### config.mk
export PLATFORM = sky130hd
export DESIGN_NAME = phase_to_waveform_sample
export DESIGN_NICKNAME = d
export VERILOG_FILES = /design/src/rtl/core/ptws_pkg.sv /design/src/rtl/core/ptws_rom.sv /design/src/rtl/core/phase_to_waveform_sample.sv
export SDC_FILE = /design/constraint.sdc
export NUM_CORES = 1
export LEC_CHECK = 0
export BUFFER_PORTS_ARGS = -buffer_cell sky130_fd_sc_hd__buf_2
export CAP_MARGIN = 10
export CORE_ASPECT_RATIO = 1.1
export CORE_MARGIN = 4
export CORE_UTILIZATION = 50
export CTS_CLUSTER_SIZE = 12
export DETAILED_ROUTE_END_ITERATION = 6
export HOLD_SLACK_MARGIN = 0.08
export PLACE_DENSITY = 0.79
export SLEW_MARGIN = 20
export SYNTH_ARGS = -nofsm -noshare
export SYNTH_HDL_FRONTEND = slang
export SYNTH_SLANG_ARGS = --single-unit
### constraint.sdc
create_clock -name i_clk -period 7.85 [get_ports i_clk]
set_clock_uncertainty 0.15 [all_clocks]
set_input_delay 1.9625 -clock i_clk [delete_from_list [all_inputs] [get_ports i_clk]]
set_output_delay 1.9625 -clock i_clk [all_outputs]
set_load 0.03 [all_outputs]
### src/rtl/core/ptws_pkg.sv
// ----------------------------------------------------------------------------
// Phase-to-waveform sample package
// Shared widths, waveform select codes and the elaboration-time quarter-wave
// sine table function.
// ----------------------------------------------------------------------------
package ptws_pkg;

    localparam int SAMPLE_W = 16;
    localparam int ROM_W    = 15;
    localparam int PHASE_W  = 32;
    localparam int SEL_W    = 3;

    localparam real PI = 3.14159265358979323846;

    typedef enum logic [SEL_W-1:0] {
        WAVE_SINE_INTERP = 3'd0,
        WAVE_SINE        = 3'd1,
        WAVE_TRIANGLE    = 3'd2,
        WAVE_SQUARE      = 3'd3,
        WAVE_RAMP_UP     = 3'd4,
        WAVE_RAMP_DOWN   = 3'd5,
        WAVE_UNUSED_6    = 3'd6,
        WAVE_UNUSED_7    = 3'd7
    } t_wave;

    // Entry idx of a quarter-wave table with 2^tlog2 steps per quadrant:
    // round(32767 * sin(idx * pi / 2^(tlog2+1))). Called with constants only.
    function automatic logic [ROM_W-1:0] sine_entry(input int tlog2, input int idx);
        real ang;
        real val;
        int  k;
        ang = PI * real'(idx);
        // halving is exact, so this is the same angle as a power-of-two divide
        for (k = 0; k <= tlog2; k++) begin
            ang = ang * 0.5;
        end
        val = 32767.0 * $sin(ang) + 0.5;
        if (val > 32767.0) begin
            val = 32767.0;
        end
        return ROM_W'($rtoi(val));
    endfunction

endpackage

### src/rtl/core/ptws_rom.sv
// ----------------------------------------------------------------------------
// Quarter-wave sine ROM
// 2^TABLE_LOG2+1 entries, two read ports, registered read data, read enable.
// ----------------------------------------------------------------------------
module ptws_rom #(
    parameter int TABLE_LOG2 = 7
) (
    input  logic                          i_clk,
    input  logic                          i_en,
    input  logic [TABLE_LOG2:0]           i_addr_a,
    input  logic [TABLE_LOG2:0]           i_addr_b,
    output logic [ptws_pkg::ROM_W-1:0]    o_data_a,
    output logic [ptws_pkg::ROM_W-1:0]    o_data_b
);

    localparam int DEPTH = (1 << TABLE_LOG2) + 1;

    logic [ptws_pkg::ROM_W-1:0] rom [0:DEPTH-1];
    logic [ptws_pkg::ROM_W-1:0] r_data_a;
    logic [ptws_pkg::ROM_W-1:0] r_data_b;

    for (genvar g = 0; g < DEPTH; g++) begin : g_rom
        assign rom[g] = ptws_pkg::sine_entry(TABLE_LOG2, g);
    end

    // read data holds while the consuming stage is stalled
    always_ff @(posedge i_clk) begin
        if (i_en) begin
            r_data_a <= rom[i_addr_a];
            r_data_b <= rom[i_addr_b];
        end
    end

    assign o_data_a = r_data_a;
    assign o_data_b = r_data_b;

endmodule

### src/rtl/core/phase_to_waveform_sample.sv
// ----------------------------------------------------------------------------
// Phase-to-waveform sample generator
// Maps a 32-bit phase and a waveform select to one signed 16-bit sample.
// ----------------------------------------------------------------------------
// One beat in, one beat out, one beat per clock sustained when not stalled.
// Stages: a table read (both neighbor entries fetched in the same cycle from
// the two read ports of the quarter-wave ROM), a slope multiply, then the
// interpolation add into the output register. Each of the three stages
// advances on its own when the stage after it is empty or moving, so bubbles
// are squeezed out and a new beat is taken while a finished sample waits.
// Select codes: 0 interpolated sine, 1 sine, 2 triangle, 3 square,
// 4 ramp up, 5 ramp down; other codes give 0.
module phase_to_waveform_sample #(
    parameter int TABLE_LOG2 = 7,
    parameter int FRAC_BITS  = 8
) (
    input  logic                                  i_clk,
    input  logic                                  i_rst_n,
    input  logic                                  i_in_valid,
    output logic                                  o_in_ready,
    input  logic [ptws_pkg::SEL_W-1:0]            i_req_type,
    input  logic [ptws_pkg::PHASE_W-1:0]          i_phase,
    output logic                                  o_out_valid,
    input  logic                                  i_out_ready,
    output logic signed [ptws_pkg::SAMPLE_W-1:0]  o_sample
);

    localparam int POS_W  = TABLE_LOG2 + 2;
    localparam int ADDR_W = TABLE_LOG2 + 1;
    localparam int DIFF_W = ptws_pkg::SAMPLE_W + 1;
    localparam int PROD_W = DIFF_W + FRAC_BITS + 1;
    localparam logic [ADDR_W-1:0] QSTEPS = {1'b1, {TABLE_LOG2{1'b0}}};

    // stage handshake
    logic w_rdy1, w_rdy2, w_rdy3, w_accept;

    // stage 0 (address / direct waveforms)
    logic [POS_W-1:0]                      w_pos_a, w_pos_b;
    logic [ADDR_W-1:0]                     w_addr_a, w_addr_b;
    logic [FRAC_BITS-1:0]                  w_frac;
    logic signed [ptws_pkg::SAMPLE_W-1:0]  w_alt;

    // stage 1 registers
    logic                                  r1_valid;
    logic                                  r1_sine, r1_interp;
    logic                                  r1_neg_a, r1_neg_b;
    logic [FRAC_BITS-1:0]                  r1_frac;
    logic signed [ptws_pkg::SAMPLE_W-1:0]  r1_alt;
    logic [ptws_pkg::ROM_W-1:0]            w_rom_a, w_rom_b;

    // stage 1 logic
    logic signed [ptws_pkg::SAMPLE_W-1:0]  w_mag_a, w_mag_b, w_s_a, w_s_b;
    logic signed [DIFF_W-1:0]              w_diff;
    logic signed [FRAC_BITS:0]             w_frac_s;
    logic signed [PROD_W-1:0]              w_prod;

    // stage 2 registers
    logic                                  r2_valid;
    logic                                  r2_interp;
    logic signed [ptws_pkg::SAMPLE_W-1:0]  r2_base;
    logic signed [PROD_W-1:0]              r2_prod;

    // stage 2 logic
    logic signed [PROD_W-1:0]              w_shift;
    logic signed [ptws_pkg::SAMPLE_W-1:0]  n_sample;

    // output register
    logic                                  r_out_valid;
    logic signed [ptws_pkg::SAMPLE_W-1:0]  r_sample;

    assign w_rdy3     = !r_out_valid || i_out_ready;
    assign w_rdy2     = !r2_valid || w_rdy3;
    assign w_rdy1     = !r1_valid || w_rdy2;
    assign o_in_ready = w_rdy1;
    assign w_accept   = i_in_valid && w_rdy1;

    // table positions: quadrant on top, index below; odd quadrants mirror
    always_comb begin
        w_pos_a = i_phase[ptws_pkg::PHASE_W-1 -: POS_W];
        w_pos_b = w_pos_a + POS_W'(1);
        w_frac  = i_phase[ptws_pkg::PHASE_W-1-POS_W -: FRAC_BITS];
        if (w_pos_a[TABLE_LOG2]) begin
            w_addr_a = QSTEPS - {1'b0, w_pos_a[TABLE_LOG2-1:0]};
        end else begin
            w_addr_a = {1'b0, w_pos_a[TABLE_LOG2-1:0]};
        end
        if (w_pos_b[TABLE_LOG2]) begin
            w_addr_b = QSTEPS - {1'b0, w_pos_b[TABLE_LOG2-1:0]};
        end else begin
            w_addr_b = {1'b0, w_pos_b[TABLE_LOG2-1:0]};
        end
    end

    // waveforms taken straight from the phase bits
    always_comb begin
        case (i_req_type)
            ptws_pkg::WAVE_TRIANGLE: begin
                case (i_phase[31:30])
                    2'd0:    w_alt = {1'b0, i_phase[29:15]};
                    2'd1:    w_alt = {1'b0, ~i_phase[29:15]};
                    2'd2:    w_alt = -$signed({1'b0, i_phase[29:15]});
                    default: w_alt = {1'b1, i_phase[29:15]};
                endcase
            end
            ptws_pkg::WAVE_SQUARE: begin
                w_alt = i_phase[31] ? 16'sh7FFF : 16'sh8000;
            end
            ptws_pkg::WAVE_RAMP_UP: begin
                w_alt = i_phase[31] ? 16'sh7FFF : {1'b0, i_phase[30:16]};
            end
            ptws_pkg::WAVE_RAMP_DOWN: begin
                w_alt = i_phase[31] ? 16'sh0000 : {1'b0, ~i_phase[30:16]};
            end
            default: begin
                w_alt = '0;
            end
        endcase
    end

    ptws_rom #(
        .TABLE_LOG2 (TABLE_LOG2)
    ) u_rom (
        .i_clk    (i_clk),
        .i_en     (w_accept),
        .i_addr_a (w_addr_a),
        .i_addr_b (w_addr_b),
        .o_data_a (w_rom_a),
        .o_data_b (w_rom_b)
    );

    always_ff @(posedge i_clk) begin
        if (!i_rst_n) begin
            r1_valid <= 1'b0;
        end else if (w_rdy1) begin
            r1_valid <= i_in_valid;
        end
        if (w_accept) begin
            r1_sine   <= (i_req_type == ptws_pkg::WAVE_SINE_INTERP) ||
                         (i_req_type == ptws_pkg::WAVE_SINE);
            r1_interp <= (i_req_type == ptws_pkg::WAVE_SINE_INTERP);
            r1_neg_a  <= w_pos_a[POS_W-1];
            r1_neg_b  <= w_pos_b[POS_W-1];
            r1_frac   <= w_frac;
            r1_alt    <= w_alt;
        end
    end

    // signed neighbor samples and the slope product
    always_comb begin
        w_mag_a  = $signed({1'b0, w_rom_a});
        w_mag_b  = $signed({1'b0, w_rom_b});
        w_s_a    = r1_neg_a ? -w_mag_a : w_mag_a;
        w_s_b    = r1_neg_b ? -w_mag_b : w_mag_b;
        w_diff   = DIFF_W'(w_s_b) - DIFF_W'(w_s_a);
        w_frac_s = $signed({1'b0, r1_frac});
        w_prod   = PROD_W'(w_diff) * PROD_W'(w_frac_s);
    end

    always_ff @(posedge i_clk) begin
        if (!i_rst_n) begin
            r2_valid <= 1'b0;
        end else if (w_rdy2) begin
            r2_valid <= r1_valid;
        end
        if (w_rdy2 && r1_valid) begin
            r2_interp <= r1_interp;
            r2_base   <= r1_sine ? w_s_a : r1_alt;
            r2_prod   <= w_prod;
        end
    end

    // floor shift; the sum lies between the two neighbors, so 16 bits hold it
    always_comb begin
        w_shift  = r2_prod >>> FRAC_BITS;
        n_sample = r2_interp ? r2_base + ptws_pkg::SAMPLE_W'(w_shift) : r2_base;
    end

    always_ff @(posedge i_clk) begin
        if (!i_rst_n) begin
            r_out_valid <= 1'b0;
        end else if (w_rdy3) begin
            r_out_valid <= r2_valid;
        end
        if (w_rdy3 && r2_valid) begin
            r_sample <= n_sample;
        end
    end

    assign o_out_valid = r_out_valid;
    assign o_sample    = r_sample;

endmodule

Yosys cells after proc, flatten, opt, wreduce, memory -nomap -nowiden
Memory sizes are Yosys's and may differ from the RTL's. A register that Yosys moved wholly into a read port is not among the register bits.
Index checks and enable logic that the tools add are counted.
Word-level totals
  memory bits (read-only): 7680
  flip-flop bits (word level): 88
  word-level logic and storage cells: 58
  bits in writable memories: 0
  memories kept: 2
  latch bits: 0
  output and inout bits: 18
  input bits: 39
Memories
  (name not given): words 256, width 15, read ports 1, clocked after memory_dff 1, wr ports 0, line ptws_rom.sv:30  | r_data_b <= rom[i_addr_b];
  (name not given): words 256, width 15, read ports 1, clocked after memory_dff 1, wr ports 0, line ptws_rom.sv:29  | r_data_a <= rom[i_addr_a];
Operators by class
  div/mod/pow operators: 0
  bitwise operators: 4
  reductions and logical operators: 12
  order comparisons: 0
  multiplexer cells: 11
  shift-type cells: 0
  equality and inequality tests: 7
  multipliers: 1
  add/subtract/negate cells: 8
Operators by type and width (count)
  $mux W16: 5
  $pmux W16 S4: 1
  $neg A15 Y16: 3
  $pmux W16 S3: 1
  $mux W15: 2
  $not A15 Y15: 2
  $mul A17 B9 Y24: 1
  $not A8 Y9: 2
  $sub A16 B16 Y17: 1
  $add A16 B16 Y16: 1
  $mux W8: 2
  $sub A8 B7 Y8 const A: 2
  $add A9 B1 Y9 const B: 1
  $eq A3 B2 Y1 const B: 2
  $eq A3 B3 Y1 const B: 2
  $logic_or A1 B1 Y1: 4
  $eq A3 B1 Y1 const B: 1
  $logic_and A1 B1 Y1: 3
  $logic_not A1 Y1: 3
  $logic_not A3 Y1: 1
  $eq A2 B1 Y1 const B: 1
  $eq A2 B2 Y1 const B: 1
  $logic_not A2 Y1: 1

Depth between registers and ports, before layout
Gate-level depths: netlist of run 1.
  depth in word-level cells: 5
  mapped depth: 32
  depth with buffers taken out: 31

Hierarchy
A second synthesis of run 1 with hierarchy kept.
Second synthesis, totals
  cells, all modules: 1925
  area, all modules: 16133.0 µm²
By module, submodules not included
  phase_to_waveform_sample: cells an instance 1118, area an instance 10324.9 µm², times used 1
  ptws_rom: cells an instance 807, area an instance 5808.1 µm², times used 1

Worst setup path before layout of run 1
Ideal clock, no wire load.
  path kind: reg-to-reg
  start point: reg u_rom.r_data_a (netlist bit u_rom.o_data_a[4])
  end point: reg r2_prod[23], data pin
  stages on the path, launching flop included: 28
  clock period less this slack: 7.715 ns
  arrival: 7.298 ns
  setup slack: 0.135 ns
  data required time: 7.432 ns
  setup time: 0.268 ns
  buffers on the path: 0
  cells stage by stage: edfxtp_1 -> or4_1 -> or4_1 -> o41ai_1 -> xor2_1 -> ha_1 -> or3_1 -> a211oi_1 -> o31ai_1 -> xor2_1 -> nand2_1 -> fa_1 -> inv_1 -> fa_1 -> fa_1 -> inv_1 -> fa_1 -> inv_1 -> ha_1 -> and3_1 -> a2111oi_0 -> nor3_1 -> o21ai_1 -> a311oi_1 -> o21ai_0 -> nand2b_1 -> a21oi_1 -> xnor2_1
On the way
  word-level cells in the longest chain between the ends: 4
RTL lines
  start, declared: line ptws_rom.sv:19  | logic [ptws_pkg::ROM_W-1:0] r_data_a;
  $neg A15 Y16: line phase_to_waveform_sample.sv:152  | w_s_a = r1_neg_a ? -w_mag_a : w_mag_a;
  $mux W16 *: line phase_to_waveform_sample.sv:152
  $sub A16 B16 Y17 *: line phase_to_waveform_sample.sv:154  | w_diff = DIFF_W'(w_s_b) - DIFF_W'(w_s_a);
  $mul A17 B9 Y24 *: line phase_to_waveform_sample.sv:156  | w_prod = PROD_W'(w_diff) * PROD_W'(w_frac_s);
  named net w_prod[23]: line phase_to_waveform_sample.sv:55  | logic signed [PROD_W-1:0] w_prod;
  end signal, assigned: line phase_to_waveform_sample.sv:168  | r2_prod <= w_prod;
  end, declared: line phase_to_waveform_sample.sv:61  | logic signed [PROD_W-1:0] r2_prod;
The timed path passes the listed nets; every way through them passes the cells marked *.
A chain may end at the register's enable or synchronous reset.

Worst setup path after layout of run 1
  start point: reg u_rom.r_data_a (netlist bit u_rom.o_data_a[0])
  end point: reg r2_prod[23], data pin
Same word-level chain as after synthesis.

==> flow_results.org, run 1 <==
** Global route
- Entering global routing, the biggest net connects 59 pins.
- Met2 usage :: 47.01%
- After global routing the overflow that remains totals 0.
- Number of global-route vias before repair :: 15480
- Global routing used 27.99% of the available tracks across all layers.
- The initial antenna violation count came to 1.
- Wire length of the first global-routing pass :: 81.90 mm
- The global routing stage identified its most utilized layer as met2.
- Met1 usage in global routing :: 36.17%
- Global routing consumed, on the met3 layer, 3.462% of the routing resources.

** Synth
- In the synthesized netlist the dominant register cell turns out to be sky130_fd_sc_hd__edfxtp_1.
- After synthesis, the netlist uses 86 different library cells.
- Summed over its instances, the top area cell type makes up 19.65% of the synthesized netlist area.
- Syn Std Cell Area :: 0.01635 sq mm
- Number of enable-type register cells in the synthesized netlist :: 107
- Synth area leader :: sky130_fd_sc_hd__edfxtp_1
- After synthesis the netlist holds a flip-flop and latch count of 110.
- After technology mapping, the gate count stands at 2039.
- Warnings, synthesis :: 0
- Post-synthesis sequential area ratio :: 20.02%
- The average instance in the mapped netlist occupies 8.020 sq um.
- In the synthesized netlist the async set-or-reset flop fraction comes to 0%.
- By area the synthesized netlist is led by sky130_fd_sc_hd__edfxtp_1 (20%), sky130_fd_sc_hd__fa_1 (13%), sky130_fd_sc_hd__ha_1 (8.6%).
- Counting every net in the synthesized netlist gives 2294.

** Hold path
- Worst hold path type :: flip-flop to flip-flop

** Clock tree
- Clock tree synthesis selected as its root buffer the cell sky130_fd_sc_hd__clkbuf_16.
- Clock latency at the later pin of the worst-skew pair :: 0.36 ns
- In this run the number of H-tree levels came out at 3.
- Clock slew at the register clock pins of the worst setup and hold paths :: 0.09 ns
- The tree built by TritonCTS fans out to 110 sinks.
- Number of hold buffers added after cts :: 0
- TritonCTS built the clock tree.
- Maximum number of buffers from clock root to sink :: 2
- Clock tree synthesis inserted a total of 9 buffers.

** Final layout
- Net count reported at finish :: 2316
- For this run, the share of the core covered by cells in the final layout is 56.03%.
- Leaving out fill and tap cells, the most frequent cell in the layout is sky130_fd_sc_hd__nand2_1.
- Cells with a size suffix above 1 make up 12.88% of the layout.
- P&R area growth vs syn :: 10.62%
- After the flow finishes, the layout carries non-filler instances totaling 2493.
- Fin area :: 0.01809 sq mm
- Leaving out fill and tap cells, the most frequent cells in the layout are sky130_fd_sc_hd__nand2_1 (228), sky130_fd_sc_hd__nor2_1 (184), sky130_fd_sc_hd__inv_1 (176), sky130_fd_sc_hd__o21ai_0 (134), sky130_fd_sc_hd__a21oi_1 (126).

** Critical path
- The worst setup path is of the flip-flop to flip-flop kind.
- Setup crit start kind :: flip-flop
- Crit Path Max Fanout :: 5
- Data arrives at the worst endpoint at 7.74 ns.
- STA classifies the critical path endpoint as a flip-flop.
- Crit-path slowest cell :: sky130_fd_sc_hd__or4_4
- At the worst endpoint, the required time is 7.77 ns.
- Register-to-register path setup slack :: 0.03 ns
- Maximum cell stage delay along the critical path :: 0.57 ns

** Timing
- Finish-stage setup viols :: 0
- Max-slew violation total from the final report :: 0
- Slew @ Worst Pin :: 1.082 ns
- Worst relative slew slack :: 27.75%
- Fraction of the cycle the final worst path needs :: 99.57%
- For this run, the top clock speed supported by timing is 127.9 MHz.
- Subtracting the final worst setup slack from the clock period gives 7.816 ns.
- Number of endpoints with negative hold slack in the final report :: 0
- Worst slack on hold paths :: 0.2950 ns
- Unrepaired setup endpoints after global routing :: yes

** Drt
- Routed wire length :: 52.60 mm
- The pre-antenna-repair detailed-routing pass consisted of 6 iterations.
- The first routing iteration left 1999 violations.
- After detailed routing, the number of remaining DRC violations is 0.
- In this run the remaining antenna-violating nets after routing total 0.
- The routed layout has 16270 vias.
- Routed via count divided by cell count :: 6.525
- Dividing the detail-routed wire length by the instance count gives 21.10 um.

** Placement
- Summed over all nets, the half-perimeter wirelength after detailed placement is 37.41 mm.
- Cell area after placement :: 0.01724 sq mm
- Quantity of I/O buffers inserted on ports :: 41
- At the end of routability-driven placement, the weighted congestion stood at 0.9817.
- Number of instances in the placed design :: 2457

** Run
- The tool flagged a number of max-cap violations equal to 0.

** Floorplanning
- Horizontal die dimension :: 180.4 um
- The die covers 0.03567 sq mm.
- Measured along the y axis, the die boundary spans 197.7 um.
- After floorplanning, the core was sized to cover 0.03229 sq mm.
- I/O Pins :: 57
- Initial core utilization :: 50.65%
- The floorplan has 69 rows.

** Status
- Result of the run :: finished clean
[flip-flops by register name (all words and copies together), names as in the netlist, 8 cells and up]
register,cells
o_sample,16
u_rom.o_data_a,15
r2_base,16
r2_prod,16
r1_alt,16
r1_frac,8
u_rom.o_data_b,15
[worst max-delay path: cells and delay by family (launching register included)]
| family | cells | cell delay [ns] |
|---|---|---|
| adder cells (fa/ha/maj) | 6 | 2.58 |
| AO/OA/AOI/OAI | 9 | 1.68 |
| buffers and inverters | 6 | 0.51 |
| AND/OR/NAND/NOR | 8 | 1.76 |
| flip-flops | 1 | 0.39 |
| XOR/XNOR | 2 | 0.44 |
[worst paths after layout]
| check | start | endpoint | cells past startpoint |
|---|---|---|---|
| min | r1_interp | r2_interp | 0 |
| max reg2reg | u_rom.o_data_a[0] | r2_prod[23] | 31 |
| min reg2reg | r1_interp | r2_interp | 0 |
| max | u_rom.o_data_a[0] | r2_prod[23] | 31 |
[final cells by class]
type / instances / area [sq um]
sequential: 110 / 3273
clock inverter: 7 / 83.83
antenna: 1 / 2.502
clock buffer: 9 / 225.2
inverter: 184 / 695.7
multi-input combinational: 1604 / 12210
fill: 2878 / 14200
timing repair buffer: 152 / 1066
tap: 426 / 533.0
[Yosys cell counts (24+ instances only)]
cell                       instances
sky130_fd_sc_hd__nand2_1         230
sky130_fd_sc_hd__buf_2            32
sky130_fd_sc_hd__xnor2_1          58
sky130_fd_sc_hd__nor2b_1          32
sky130_fd_sc_hd__and2_1           59
sky130_fd_sc_hd__clkbuf_1         90
sky130_fd_sc_hd__a21oi_1         133
sky130_fd_sc_hd__edfxtp_1        107
sky130_fd_sc_hd__a211oi_1         24
sky130_fd_sc_hd__ha_1            113
sky130_fd_sc_hd__a31oi_1          32
sky130_fd_sc_hd__nor3_1           48
sky130_fd_sc_hd__nor2_1          186
sky130_fd_sc_hd__nand3_1          38
sky130_fd_sc_hd__fa_1            103
sky130_fd_sc_hd__inv_1           178
sky130_fd_sc_hd__o211ai_1         33
sky130_fd_sc_hd__xor2_1           37
sky130_fd_sc_hd__o21ai_0         142
[through the flow]
stage          setup WS, ns  setup TNS [ns]
2_1_floorplan        0.1348               0
3_3_place_gp        0.01631               0
5_1_grt             -0.2138         -0.7457
4_1_cts             0.01878               0
3_5_place_dp        -0.1687         -0.3120
6_report            0.03358               0
[kinds of logic after synthesis]
family / after synthesis / synth area share, %
XOR/XNOR: 99 / 5.624
buffers and inverters: 326 / 8.057
adder cells (fa/ha/maj): 216 / 21.25
AO/OA/AOI/OAI: 577 / 23.34
AND/OR/NAND/NOR: 677 / 19.33
multiplexers: 34 / 2.372
flip-flops: 110 / 20.02
[routing by layer]
layer	routed length, um	up-vias
met5	0	-
met4	3024	0
met3	4656	227
met2	24910	1000
met1	20000	7756
li1	-	7283
[what timing repair did]
item | in CTS | in global routing
endpoints found under the setup margin | 3 | 8
resized for setup | 16 | 56
cloned | 0 | 1
buffers inserted | 1 | 16
hold endpoints to repair | 0 | 0
pin swaps | 5 | 62
Power of run 1 is not shown: default switching activity piles up to over one toggle a cycle in this logic, so the estimate is an artifact.
==> inputs of run 2 (changes only) <==
--- a/config.mk
+++ b/config.mk
@@ -14,7 +14,8 @@
 export DETAILED_ROUTE_END_ITERATION = 6
 export HOLD_SLACK_MARGIN = 0.08
 export PLACE_DENSITY = 0.79
-export SLEW_MARGIN = 20
+export SETUP_SLACK_MARGIN = 0.1
+export SLEW_MARGIN = 10
 export SYNTH_ARGS = -nofsm -noshare
 export SYNTH_HDL_FRONTEND = slang
 export SYNTH_SLANG_ARGS = --single-unit
==> run 2 against run 1 <==
Net effect: the flow now finishes with violations (negative setup slack); die area is the same; cell count shrank 0.20%; global-route usage grew 0.12 points; count of clock-buffer cells in the layout is the same; critical path depth shrank 1; hold slack lost 0.0018 ns; via count grew 0.32%; wire length shrank 0.39%; setup slack lost 0.047 ns; sequential share of layout area grew 0.098 points; critical path type unchanged; highest routed layer unchanged.
==> flow_results.org, run 2 (synthesized netlist as in run 1, its figures left out) <==
** Global route
- The global-route wire length before repair was 82.20 mm (was 81.90 mm).
- Antenna violations before repair :: 1 (unchanged)
- Total global routing overflow :: 0 (unchanged)
- Met1 usage in global routing :: 36.38% (was 36.17%)
- Largest net degree at the start of global routing :: 59 (unchanged)
- The met3 track demand over resource in global routing came to 3.683% (was 3.462%).
- Most crowded layer after global routing :: met2 (unchanged)
- The met2 track demand over resource is 47.33% (was 47.01%).
- All-layer global routing usage :: 28.11% (was 27.99%)
- The via count of the first global-routing pass was 15450 (was 15480).

** Clock tree
- The total clock sinks is 110 (unchanged).
- The clock tree root driver cell was sky130_fd_sc_hd__clkbuf_16 (unchanged).
- CTS tree :: done (unchanged)
- Number of hold buffers added after cts :: 0 (unchanged)
- The clock tree buffer depth came to 2 (unchanged).
- The clock insertion delay at the later pin of the skew report is 0.36 ns (about the same).
- The number of H-tree levels was 3 (unchanged).
- The total clock buffers created by CTS is 9 (unchanged).
- The clock transition at the registers of the reported paths is 0.08 ns (was 0.09 ns).

** Drt
- The iteration count of the initial detailed-routing pass is 7 (was 6).
- The count of unresolved DRC violations after routing was 0 (unchanged).
- The average routed wire per standard cell was 21.06 um (was 21.10 um).
- Routed via count divided by cell count :: 6.559 (was 6.525)
- Antenna-violating nets left :: 0 (unchanged)
- Routed wire length :: 52.39 mm (was 52.60 mm)
- The via count was 16320 (was 16270).
- Number of DRC markers in iteration 0 :: 2025 (was 1999)

** Timing
- Worst relative slew slack :: 28.48% (was 27.75%)
- The count of final setup violators is 1 (was 0).
- Slew @ Worst Pin :: 1.065 ns (was 1.082 ns)
- The final period utilization came to 100.2% (was 99.57%).
- Unrepaired setup endpoints after global routing: yes (unchanged).
- The number of slew-limit violations in the final report came to 0 (unchanged).
- The highest attainable clock frequency was 127.2 MHz (was 127.9 MHz).
- The shortest clock period the worst path allows after layout came to 7.863 ns (was 7.816 ns).
- Worst slack on hold paths :: 0.2931 ns (was 0.2950 ns)
- Number of endpoints with negative hold slack in the final report :: 0 (unchanged)
- Post-route worst setup slack :: -0.01307 ns (was 0.03358 ns)
- Final total negative setup slack :: -0.01307 ns (was 0 ns)

** Final layout
- P&R area growth vs syn :: 10.02% (was 10.62%)
- FILL cells :: 2895 (was 2878)
- The count of nets after finishing was 2311 (was 2316).
- Ratio of cells with drive above 1 in the final layout :: 12.32% (was 12.88%)
- The number of non-filler instances in the completed layout is 2488 (was 2493).
- The most common library cell in the layout ignoring fill and taps is sky130_fd_sc_hd__nand2_1 (unchanged).
- Utilization after layout :: 55.72% (was 56.03%)
- Most used cells in the layout excluding fill and tap cells :: sky130_fd_sc_hd__nand2_1 (229), sky130_fd_sc_hd__nor2_1 (184), sky130_fd_sc_hd__inv_1 (176), sky130_fd_sc_hd__o21ai_0 (134), sky130_fd_sc_hd__a21oi_1 (125) (was sky130_fd_sc_hd__nand2_1 (228), sky130_fd_sc_hd__nor2_1 (184), sky130_fd_sc_hd__inv_1 (176), sky130_fd_sc_hd__o21ai_0 (134), sky130_fd_sc_hd__a21oi_1 (126))

** Floorplanning
- Floorplan Core Area :: 0.03229 sq mm (unchanged)
- The number of rows in the core area came to 69 (unchanged).
- The die width is 180.4 um (unchanged).
- The initial core utilization is 50.65% (unchanged).
- Die area :: 0.03567 sq mm (unchanged)
- The floorplan die height came to 197.7 um (unchanged).
- I/O Pins :: 57 (unchanged)

** Placement
- The total instance count after detailed placement was 2457 (unchanged).
- Final weighted congestion of routability-driven global placement :: 0.9817 (unchanged)
- Quantity of I/O buffers inserted on ports :: 41 (unchanged)
- Total half-perimeter wirelength after legalization and detailed placement :: 37.41 mm (unchanged)

** Critical path
- Crit-path slowest cell :: sky130_fd_sc_hd__or4_4 (unchanged)
- Endpoint class of the critical path :: flip-flop (unchanged)
- The endpoint of the worst-slack reg-to-reg timing path is r2_prod[23] (unchanged).
- Crit path required time :: 7.77 ns (about the same)
- The number of cells on the worst reg-to-reg path was 30 (was 31).
- The critical path class was flip-flop to flip-flop (unchanged).
- The startpoint kind of the worst setup timing path was a flip-flop (unchanged).
- The maximum fanout along the worst path came to 8 (was 5).
- Worst path arrival time :: 7.78 ns (was 7.74 ns)
- The worst stage delay on the critical path is 0.57 ns (about the same).
- The reg-to-reg setup timing slack came to -0.01 ns (was 0.03 ns).
- The beginning of the worst register-to-register path is u_rom.o_data_a[0] (unchanged).

** Hold path
- The number of instances on the worst hold path is 0 (unchanged).
- The kind of path behind the tightest hold check is flip-flop to flip-flop (unchanged).
- Sink of the worst hold path :: r2_interp (unchanged)
- Hold path startpoint :: r1_interp (unchanged)

** Run
- The max-capacitance violation count is 0 (unchanged).

** Status
- The final reports fail on negative setup slack.
- Result of the run: finished, violations left (was finished clean).
==> run 2: per-stage QoR <==
step / setup WS [ns] / area [sq um]
global route: -0.2782 / 17990
CTS: 0.1083 / 17640
floorplan: 0.1348 / 16350
global placement: 0.01631 / 17240
finish: -0.01307 / 17990
detailed placement: -0.1687 / 17240
==> run 2: critical path, delay by kind of cell (launching register included) <==
family | cells | cell delay, ns
adders and majority gates | 6 | 2.66
AOI/OAI and AO/OA | 7 | 1.29
DFF | 1 | 0.40
buffers and inverters | 6 | 0.60
and+or+nand+nor | 8 | 1.95
xor gates and xnor gates | 3 | 0.51
==> run 2: worst max path at each step <==
stage,startpoint,to,slack (ns),cells past startpoint
floorplan,u_rom.o_data_a[4],r2_prod[23],0.13,27
CTS,u_rom.o_data_a[0],r2_prod[23],0.11,29
detailed placement,u_rom.o_data_a[0],r2_prod[23],-0.17,31
global route,u_rom.o_data_a[0],r2_prod[23],-0.28,31
global placement,u_rom.o_data_a[0],r2_prod[23],0.02,30
finish,u_rom.o_data_a[0],r2_prod[23],-0.01,30
==> run 2: what timing repair did <==
item                       CTS  global route
resized for setup           21            45
setup endpoints to repair    6             9
setup buffers                1            12
pin swaps                    9            51
cloned                       0             1
==> run 2: metal layers <==
metal | share of wire [%] | wire, um
met5 | 0 | 0
met4 | 5.4 | 2835
met1 | 38 | 20070
met3 | 8.9 | 4663
met2 | 47 | 24830
==> run 2: final cells by class <==
type | count | area, sq um | area share (%)
Timing Repair Buffer | 147 | 1008 | 5.605
Clock buffer | 9 | 225.2 | 1.252
Antenna cell | 1 | 2.502 | 0.01391
Sequential cell | 110 | 3273 | 18.19
Multi-Input combinational cell | 1604 | 12170 | 67.64
Inverter | 184 | 695.7 | 3.866
Tap cell | 426 | 533.0 | 2.962
Clock inverter | 7 | 83.83 | 0.4659
Power of run 2 is left out for the same reason.
==> inputs of run 3 (changes only) <==
==> constraint.sdc (replaced) <==
create_clock -name i_clk -period 6.6 [get_ports i_clk]
set_clock_uncertainty 0.15 [all_clocks]
set_input_delay 1.65 -clock i_clk [delete_from_list [all_inputs] [get_ports i_clk]]
set_output_delay 1.65 -clock i_clk [all_outputs]
set_load 0.03 [all_outputs]
==> run 3 against run 2 <==
Net effect: the run still ends with negative setup slack left; count of clock-buffer cells in the layout unchanged; global-route usage rose by 1.2 points; cell count is 4.7% higher; setup slack got worse by 1.3 ns.
==> flow_results.org, run 3 (synthesized netlist as in run 1, its figures left out) <==
** Clock tree
- The total clock sinks was 110 (unchanged).
- The cts-stage hold buffer count is 0 (unchanged).
- Clock slew at the register clock pins of the worst setup and hold paths :: 0.09 ns (was 0.08 ns)
- Root Buffer Master :: sky130_fd_sc_hd__clkbuf_16 (unchanged)
- Deepest level of the CTS H-tree :: 3 (unchanged)
- The TritonCTS clock tree was done (unchanged).
- Maximum number of buffers from clock root to sink :: 2 (unchanged)
- Clock latency at the later pin of the worst-skew pair :: 0.36 ns (about the same)
- Number of clock buffers inserted by TritonCTS :: 9 (unchanged)

** Final layout
- The count of filler cells inserted in the layout came to 2670 (was 2895).
- Most used cells in the layout excluding fill and tap cells :: sky130_fd_sc_hd__nand2_1 (221), sky130_fd_sc_hd__buf_4 (214), sky130_fd_sc_hd__nor2_1 (180), sky130_fd_sc_hd__inv_1 (166), sky130_fd_sc_hd__o21ai_0 (133) (was sky130_fd_sc_hd__nand2_1 (229), sky130_fd_sc_hd__nor2_1 (184), sky130_fd_sc_hd__inv_1 (176), sky130_fd_sc_hd__o21ai_0 (134), sky130_fd_sc_hd__a21oi_1 (125))
- Ratio of cells with drive above 1 in the final layout :: 19.54% (was 12.32%)
- The diode insertion count for antenna repair is 0 (was 1).
- P&R area growth vs syn :: 18.09% (was 10.02%)
- The count of nets after finishing came to 2430 (was 2311).
- Commonest non-fill, non-tap cell in the layout :: sky130_fd_sc_hd__nand2_1 (unchanged)

** Floorplanning
- Vertical extent of the die :: 197.7 um (unchanged)
- Std-Cell Rows :: 69 (unchanged)
- Die area :: 0.03567 sq mm (unchanged)
- The die width is 180.4 um (unchanged).
- The placeable core region is 0.03229 sq mm (unchanged).
- The initial core utilization came to 50.65% (unchanged).
- The number of I/O pins is 57 (unchanged).

** Critical path
- The endpoint required time on the critical path came to 6.56 ns (was 7.77 ns).
- Maximum cell stage delay along the critical path :: 0.55 ns (was 0.57 ns)
- Setup crit start kind :: flip-flop (unchanged)
- Endpoint class of the critical path :: flip-flop (unchanged)
- The critical path class is flip-flop to flip-flop (unchanged).
- Worst path arrival time :: 7.83 ns (was 7.78 ns)
- Most numerous cell on the critical path :: sky130_fd_sc_hd__fa_1
- The maximum fanout along the worst path is 3 (was 8).
- Crit-path slowest cell :: sky130_fd_sc_hd__fa_1 (was sky130_fd_sc_hd__or4_4)

** Global route
- Largest net degree at the start of global routing :: 59 (unchanged)
- Antenna violations before repair :: 3 (was 1)
- Wire length of the first global-routing pass :: 85.82 mm (was 82.20 mm)
- Total global routing overflow :: 0 (unchanged)
- The total global-route track usage was 29.30% (was 28.11%).
- The via count of the first global-routing pass was 16250 (was 15450).

** Timing
- The highest attainable clock frequency was 127.2 MHz (about the same).
- The final period utilization came to 119.1% (was 100.2%).
- The total count of hold-check failures in the final report was 0 (unchanged).
- Post-route worst setup slack :: -1.263 ns (was -0.01307 ns)
- The count of final setup violators was 13 (was 1).
- Slew @ Worst Pin :: 1.212 ns (was 1.065 ns)
- Shortest period the worst path allows :: 7.863 ns (about the same)
- Unrepaired setup endpoints after global routing :: yes (unchanged)
- The number of slew-limit violations in the final report was 0 (unchanged).
- The worst relative slew slack is 18.59% (was 28.48%).

** Drt
- # DRC :: 0 (unchanged)
- The final wirelength came to 56.41 mm (was 52.39 mm).
- 1st-pass router iterations :: 6 (was 7)
- The via count came to 16700 (was 16320).
- Antenna-violating nets left :: 0 (unchanged)
- WL per Instance :: 21.65 um (was 21.06 um)
- Routed via count divided by cell count :: 6.409 (was 6.559)
- The violation count after the first detailed-routing iteration came to 1961 (was 2025).

** Status
- Result of the run: finished, violations left (unchanged).
- Failing checks: negative setup slack (unchanged).

** Run
- The max-capacitance violation count was 0 (unchanged).

** Placement
- The worst slack after detailed placement is -1.166 ns (was -0.1687 ns).
- The number of buffers added on ports is 41 (unchanged).
- The final RePlAce weighted congestion was 0.9995 (was 0.9817).
- The half-perimeter wire length of the detailed placement result is 38.82 mm (was 37.41 mm).

** Hold path
- The kind of path behind the tightest hold check is flip-flop to flip-flop (unchanged).
-- run 3: layout make-up --
| class | count | area (sq um) | area share [%] |
|---|---|---|---|
| flip-flops and latches | 110 | 3273 | 16.95 |
| repair buffers | 267 | 1982 | 10.26 |
| clock inverters | 7 | 91.34 | 0.4730 |
| well taps | 426 | 533.0 | 2.760 |
| multi-input cells | 1603 | 12510 | 64.79 |
| clock buffers | 9 | 225.2 | 1.166 |
| inverters | 184 | 695.7 | 3.602 |
-- run 3: worst max-delay path, delay by kind of cell (launching register included) --
kind | cells | cell delay, ns
buffers and inverters | 7 | 0.68
AND/OR/NAND/NOR | 7 | 1.78
AO/OA/AOI/OAI | 7 | 1.51
XOR/XNOR | 3 | 0.52
adder cells (fa/ha/maj) | 6 | 2.54
flip-flops | 1 | 0.42
-- run 3: worst paths after layout --
kind,slack [ns],start,depth (start not counted),end
hold reg to reg,0.28,r1_interp,0,r2_interp
setup / recovery,-1.26,u_rom.o_data_a[0],30,r2_prod[22]
setup reg to reg,-1.26,u_rom.o_data_a[0],30,r2_prod[22]
hold / removal,0.28,r1_interp,0,r2_interp
-- run 3: through the flow --
stage | instances | instance area, sq um | setup TNS (ns) | util [%] | hold WS [ns]
6_report | 2606 | 19310 | -11.50 | 59.81 | 0.2829
5_1_grt | 2606 | 19310 | -14.56 | 59.81 | 0.2958
4_1_cts | 2589 | 18790 | -10.47 | 58.18 | 0.2869
3_5_place_dp | 2564 | 18230 | -11.58 | 56.45 | 0.2658
3_3_place_gp | 2564 | 18230 | -9.317 | 56.45 | 0.2521
2_1_floorplan | 2039 | 16480 | -5.205 | - | 0.2503
-- run 3: repair_timing --
action / in CTS / in global routing
buffers inserted: 9 / 18
endpoints found under the setup margin: 16 / 16
pin swaps: 41 / 90
gates resized for setup: 36 / 83
-- run 3: metal layers --
layer	vias to the layer above	track usage, %	part of all wire, %
met5	-	0	0.071
met4	6	14.73	6.1
met3	250	4.401	8.9
met2	1057	50.12	48
met1	7888	36.30	37
li1	7501	-	-
Power of run 3 is left out for the same reason.
